`src/design/mhpq_pkg.sv`:
```
`timescale 1ns / 1ps
// Package for the min-heap priority queue core: word types, action and status
// codes, and the control word that the top level sends to every cell.
// No dependencies.
package mhpq_pkg;

  typedef enum logic [1:0] {
    ACT_INSERT = 2'd0,
    ACT_DELETE = 2'd1,
    ACT_QUERY  = 2'd2,
    ACT_NOP    = 2'd3
  } action_t;

  typedef enum logic [1:0] {
    ST_OK        = 2'd0,
    ST_FULL      = 2'd1,
    ST_NOT_FOUND = 2'd2,
    ST_EMPTY     = 2'd3
  } status_t;

  localparam int unsigned FIELD_WIDTH = 32;
  localparam int unsigned COUNT_WIDTH = 11;

  typedef struct packed {
    logic [1:0]                    action;
    logic signed [FIELD_WIDTH-1:0] value;
  } cmd_word_t;

  typedef struct packed {
    logic signed [FIELD_WIDTH-1:0] min_value;
    logic [COUNT_WIDTH-1:0]        entry_count;
    logic [1:0]                    status;
  } result_word_t;

  // Per-cycle control broadcast to the cell row.
  typedef struct packed {
    logic ins_commit;  // insert the operand at its sorted place
    logic del_commit;  // close the gap left by the first matching entry
    logic scan_clear;  // clear the match flags
    logic scan_run;    // ripple the match flags one cell to the right
  } cell_ctrl_t;

endpackage

```
`src/design/mhpq_cell.sv`:
```
`timescale 1ns / 1ps
// One cell of the sorted row: holds one entry and a rippling match flag.
// Depends on mhpq_pkg.
module mhpq_cell #(
  parameter int unsigned VALUE_WIDTH = 32
) (
  input  logic                          clk,
  input  logic                          rst,
  input  mhpq_pkg::cell_ctrl_t          ctrl,
  input  logic signed [VALUE_WIDTH-1:0] operand,
  input  logic                          occupied,
  input  logic signed [VALUE_WIDTH-1:0] left_value,
  input  logic                          left_gt,
  input  logic                          left_hit,
  input  logic signed [VALUE_WIDTH-1:0] right_value,
  output logic signed [VALUE_WIDTH-1:0] value,
  output logic                          gt,
  output logic                          hit
);

  logic ge;
  logic eq;
  logic signed [VALUE_WIDTH-1:0] value_next;
  logic hit_next;

  // Empty cells count as larger than anything: keeps the flags monotone.
  assign gt = !occupied || (value > operand);
  assign ge = !occupied || (value >= operand);
  assign eq = occupied && (value == operand);

  always_comb begin
    value_next = value;
    if (ctrl.ins_commit) begin
      if (left_gt) begin
        value_next = left_value;
      end else if (gt) begin
        value_next = operand;
      end
    end else if (ctrl.del_commit) begin
      if (ge) begin
        value_next = right_value;
      end
    end
  end

  always_comb begin
    hit_next = hit;
    if (ctrl.scan_clear) begin
      hit_next = 1'b0;
    end else if (ctrl.scan_run) begin
      hit_next = left_hit || eq;
    end
  end

  always_ff @(posedge clk) begin
    value <= value_next;
  end

  always_ff @(posedge clk) begin
    if (rst) begin
      hit <= 1'b0;
    end else begin
      hit <= hit_next;
    end
  end

endmodule

```
`config.mk`:
```
export PLATFORM = sky130hd
export DESIGN_NAME = mhpq_cell
export DESIGN_NICKNAME = d
export VERILOG_FILES = /design/src/design/mhpq_pkg.sv /design/src/design/mhpq_cell.sv
export SDC_FILE = /design/constraint.sdc
export NUM_CORES = 1
export LEC_CHECK = 0
export CAP_MARGIN = 10
export CORE_AREA = 2 2 57 100
export DETAILED_ROUTE_END_ITERATION = 6
export DIE_AREA = 0 0 59 102
export DONT_BUFFER_PORTS = 1
export HOLD_SLACK_MARGIN = 0.1
export PLACE_DENSITY_LB_ADDON = 0.12
export REMOVE_ABC_BUFFERS = 1
export SKIP_CTS_REPAIR_TIMING = 1
export SYNTH_ARGS = -nofsm -noshare
export SYNTH_HDL_FRONTEND = slang
export SYNTH_SLANG_ARGS = --single-unit
```
`constraint.sdc`:
```
create_clock -name clk -period 5.1 [get_ports clk]
set_input_delay 1.02 -clock clk [delete_from_list [all_inputs] [get_ports clk]]
set_output_delay 1.02 -clock clk [all_outputs]
set_load 0.02 [all_outputs]
```
# Yosys cells after proc, flatten, opt, wreduce, memory -nomap -nowiden
# Cells that the tools add are included.
[classes] magnitude_cmp=2 reduce_logical=9 muxes=5 n_eq_ne=2
[ops] cell="2-to-1 mux 32 bit" count=5
[ops] cell="== test 32 bit" count=1
[ops] cell="greater-or-equal comparator 32 bit" count=1
[ops] cell="> comparator 32 bit" count=1
[ops] cell="nonzero test 2 bit" count=2
[ops] cell="logical OR 1 bit" count=3
[ops] cell="inequality test 3 x 1 -> 1 bit (second input constant)" count=1
[ops] cell="AND reduction 3 bit" count=1
[ops] cell="OR reduction 2 bit" count=1
[ops] cell="logical AND 1 bit" count=1
[ops] cell="logical NOT 1 bit" count=1
[word_totals] register_bits=33 input_bits=105

# Logic depth before layout (Yosys ltp)
[depth] depth_word=5 ltp_mapped=8 mapped_depth_nobuf=8

# Worst setup path after synthesis
# Ideal clock, no wire load.
[synth_path] path_kind="input port to flip-flop" startpoint="input operand[14]" endpoint="register value[0], enable pin" setup_slack_ns=0.111 required_time_ns=4.630 t_arrival_ns=4.519 cell_stages=8 setup_ns=0.470 path_cell_list="inv_1 -> ha_1 -> nand4_2 -> nor3_1 -> a21boi_1 -> or4b_1 -> a221oi_2 -> o31ai_1"
[synth_via] elab_chain_len=4 word_cells_on_any_way=7
[synth_rtl] item="start: declaration" line_no="mhpq_cell.sv:10" source="input logic signed [VALUE_WIDTH-1:0] operand,"
[synth_rtl] item="> comparator 32 bit or greater-or-equal comparator 32 bit (tied branches)" line_no="mhpq_cell.sv:27, mhpq_cell.sv:28"
[synth_rtl] item="logical OR 1 bit, on equally long branches" line_no="mhpq_cell.sv:27, mhpq_cell.sv:28"
[synth_rtl] item="inequality test 3 x 1 -> 1 bit (no line) or nonzero test 2 bit (tied branches)"
[synth_rtl] item="AND reduction 3 bit (no line) (*)"
[synth_rtl] item="end signal: assignment" line_no="mhpq_cell.sv:56" source="value <= value_next;"
[synth_rtl] item="end: declaration" line_no="mhpq_cell.sv:16" source="output logic signed [VALUE_WIDTH-1:0] value,"
# Mark *: on every way between the ends. The rest lies on a longest branch, timed or not.
# A chain may end at the register's enable or synchronous reset.

# Worst setup path after layout
[layout_path] startpoint="input operand[1]" endpoint="output gt"
[layout_via] elab_chain_len=2
[layout_rtl] item="> comparator 32 bit" line_no="mhpq_cell.sv:27" source="assign gt = !occupied || (value > operand);"
[layout_rtl] item="logical OR 1 bit" line_no="mhpq_cell.sv:27"
[layout_rtl] item="end: declaration" line_no="mhpq_cell.sv:17" source="output logic gt,"
# No other way between the ends.

==> summary.txt <==
Clocking
  – H-tree levels: 2
  – Max Root-Sink Buffers: 2
  – Clock buffers created by TritonCTS: 5
  – Clock-pin slew on the worst setup and hold paths: 70 ps
  – Clock latency at the later pin of the worst-skew pair: 280 ps
  – CTS tree: done
  – Clock tree root driver cell: sky130_fd_sc_hd__clkbuf_8
  – Number of sinks driven by the clock tree: 33

Die
  – Die area: 6020 sq um
  – Height of the die: 102 microns
  – Std-Cell Core Area: 5170 sq um
  – Starting Density: 0.491
  – Std-Cell Rows: 35
  – Die width: 59 microns
  – I/O Pins: 139

Worst setup path
  – CP startpoint kind: input pin
  – Reg-to-reg critical path endpoint: value[31]
  – Worst Path Max Fanout: 2
  – Arrival time reported for the critical path endpoint: 2950 ps
  – Start-to-end type of the worst setup path: in -> out
  – Worst R2R Path Depth: 8
  – WP data required: 4080 ps
  – Capturing element type of the critical path: output port
  – R2R Setup Slk: 1850 ps
  – R2R Path Start: value[14]

Place
  – Number of port buffers: 0
  – Routability Congestion: 0.717
  – Half-perimeter wire length after placement: 4.40 mm
  – Post-DP Area: 2580 sq um

Synth
  – Commonest register cell after synthesis: sky130_fd_sc_hd__edfxtp_1
  – Avg Inst Size Synth: 9.58 sq um
  – Share of flip-flops with an asynchronous set or reset after synthesis: 0
  – Yosys Warn Count: 0
  – Gate count of the mapped netlist: 265
  – Portion of the post-synthesis area used by sequential elements: 0.386
  – Number of synthesized flops with an enable pin: 32
  – Synth unique cells: 31
  – Count of state elements after synthesis: 33
  – Post-synthesis instance area: 2540 sq um

Route
  – Wire length reported by the detailed router: 5.52 mm
  – Number of antenna-violating nets in the routed design: 0
  – Total iterations of the first detailed-routing run: 4
  – Number of violations reported at the end of detailed-routing iteration 0: 45
  – Via count normalized by instance count: 6.01
  – Detailed-route wire length per cell: 17.4 microns
  – DRC violations left: 0
  – Number of vias in the routed layout: 1,910

Min path
  – Number of instances on the worst hold path: 2
  – Hold_sp: hit
  – Worst min-delay path class: reg -> reg
  – Worst Hold Endpoint: hit

Finish
  – Diode count: 0
  – Area added between synthesis and finish: 4.93%
  – Leading cell type in the layout, fill and taps excluded: sky130_fd_sc_hd__a21oi_1
  – Layout Utilization: 0.515
  – Fraction of final layout cells with drive strength greater than 1: 0.0494
  – Fillcell total: 502
  – Commonest cells after routing, fill and taps aside: sky130_fd_sc_hd__a21oi_1 (47), sky130_fd_sc_hd__inv_1 (35), sky130_fd_sc_hd__nor2_1 (35)
  – Total number of nets in the final design: 399
  – Finished Cell Area: 2660 sq um

Timing
  – Relative slew margins: 0.427
  – Fmax: 0.252 GHz
  – Setup Viol. Count Final: 0
  – Count of endpoints failing hold in the final timing report: 0
  – Setup repair after global routing missed its margin: false
  – Worst-margin pin slew: 859 ps
  – Pins over their slew limit: 0
  – Final worst clock skew: 4.12 ps
  – Setup TNS: 0 ps
  – Clock period minus final worst setup slack: 3970 ps
  – Fin crit share: 0.779

Power and ir drop
  – Seq pwr share: 0.540
  – Switching power as a share of total power: 0.337
  – Share of power burned in the clock network: 0.238
  – Internal power component: 0.529 mW
  – Worst ir drop on vdd: 0.000166 V
  – Power spent charging and discharging nets: 0.268 mW
  – P per Cell Area: 299 nW/um^2
  – Comb power frac: 0.222
  – Static Leakage: 1.24 nW

Global route
  – Initial antenna violation count: 0
  – Combined global-route utilization of all metal layers: 0.182
  – Overflow left after global routing: 0
  – Number of global-route vias before repair: 1,935
  – First-pass GRT wire length: 8.31 mm
  – Largest net degree at the start of global routing: 68

Outcome
  – Run status: completed

Run
  – Maximum capacitance violations: 0
## cells in the mapped netlist (2+ instances only)
| cell type | count | area, sq um |
|---|---|---|
| sky130_fd_sc_hd__nand2_1 | 5 | 18.8 |
| sky130_fd_sc_hd__nor2_1 | 35 | 131 |
| sky130_fd_sc_hd__inv_1 | 35 | 131 |
| sky130_fd_sc_hd__ha_1 | 32 | 400 |
| sky130_fd_sc_hd__a21o_1 | 2 | 15.0 |
| sky130_fd_sc_hd__mux2i_1 | 32 | 320 |
| sky130_fd_sc_hd__nand3_1 | 4 | 20.0 |
| sky130_fd_sc_hd__nand4_1 | 5 | 31.3 |
| sky130_fd_sc_hd__nand4_2 | 2 | 25.0 |
| sky130_fd_sc_hd__edfxtp_1 | 32 | 961 |
| sky130_fd_sc_hd__o21ai_0 | 3 | 15.0 |
| sky130_fd_sc_hd__a21oi_1 | 47 | 235 |
| sky130_fd_sc_hd__and3_1 | 2 | 12.5 |
| sky130_fd_sc_hd__clkbuf_1 | 8 | 30.0 |
| sky130_fd_sc_hd__buf_2 | 3 | 15.0 |
| sky130_fd_sc_hd__nor3_1 | 2 | 10.0 |
| sky130_fd_sc_hd__a211oi_1 | 2 | 15.0 |
## routing by layer
| metal | wire length [microns] | global-route usage | vias up |
|---|---|---|---|
| li1 | - | - | 950 |
| met4 | 91 | 0.0734 | 0 |
| met1 | 1820 | 0.171 | 862 |
| met3 | 437 | 0.0481 | 7 |
| met5 | 0 | 0 | - |
| met2 | 3180 | 0.356 | 91 |
## layout make-up
class                   count  area (sq um)  area share
inverters                  35           131      0.0493
repair buffers              1          7.51     0.00282
well taps                  55          68.8      0.0258
multi-input cells         186          1400       0.524
flip-flops and latches     33           981       0.368
clock buffers               8          80.1      0.0301
## power by group through the flow
stage / combinational (mW) / sequential (mW) / clock, mW
2_1_floorplan: 0.139 / 0.429 / 0
3_3_place_gp: 0.177 / 0.437 / 0
3_5_place_dp: 0.181 / 0.438 / 0
4_1_cts: 0.182 / 0.432 / 0.199
5_1_grt: 0.205 / 0.436 / 0.206
6_report: 0.177 / 0.431 / 0.189
## worst max-delay path, cell delays in order
cell and delay [ps]:
sky130_fd_sc_hd__inv_1 20, sky130_fd_sc_hd__ha_1 270, sky130_fd_sc_hd__nor2b_1 140, sky130_fd_sc_hd__o211ai_1 200, sky130_fd_sc_hd__a21boi_1 90, sky130_fd_sc_hd__or4b_1 520
sky130_fd_sc_hd__a221oi_2 430, sky130_fd_sc_hd__o21ai_1 260
## per-stage QoR
stage	setup slack (ps)	total power, mW	cells	hold slack (ps)
global placement	1170	0.614	310	612
CTS	1090	0.813	318	640
finish	1130	0.797	318	630
global route	1010	0.847	318	674
detailed placement	1100	0.619	310	630
floorplan	111	0.568	254	601
## how the worst max path moves through the flow
stage	startpoint	end	slack (ps)	cells after the start
global placement	operand[1]	gt	1170	8
floorplan	operand[14]	value[0]	110	8
global route	operand[1]	gt	1010	8
CTS	operand[1]	gt	1090	8
detailed placement	operand[1]	gt	1100	8
finish	operand[1]	gt	1130	8
## kinds of logic (layout without fill, tap and decap cells)
logic type,after synthesis,after routing,synth area share
AOI/OAI and AO/OA,62,62,0.140
and+or+nand+nor,60,60,0.120
buffers and inverters,46,44,0.0695
DFF,33,33,0.386
adders and majority gates,32,32,0.158
muxes,32,32,0.126
## flip-flops by register name (all words and copies together) (netlist names)
signal	count
hit	1
value	32
No activity file was read; power rests on OpenSTA's default activity.
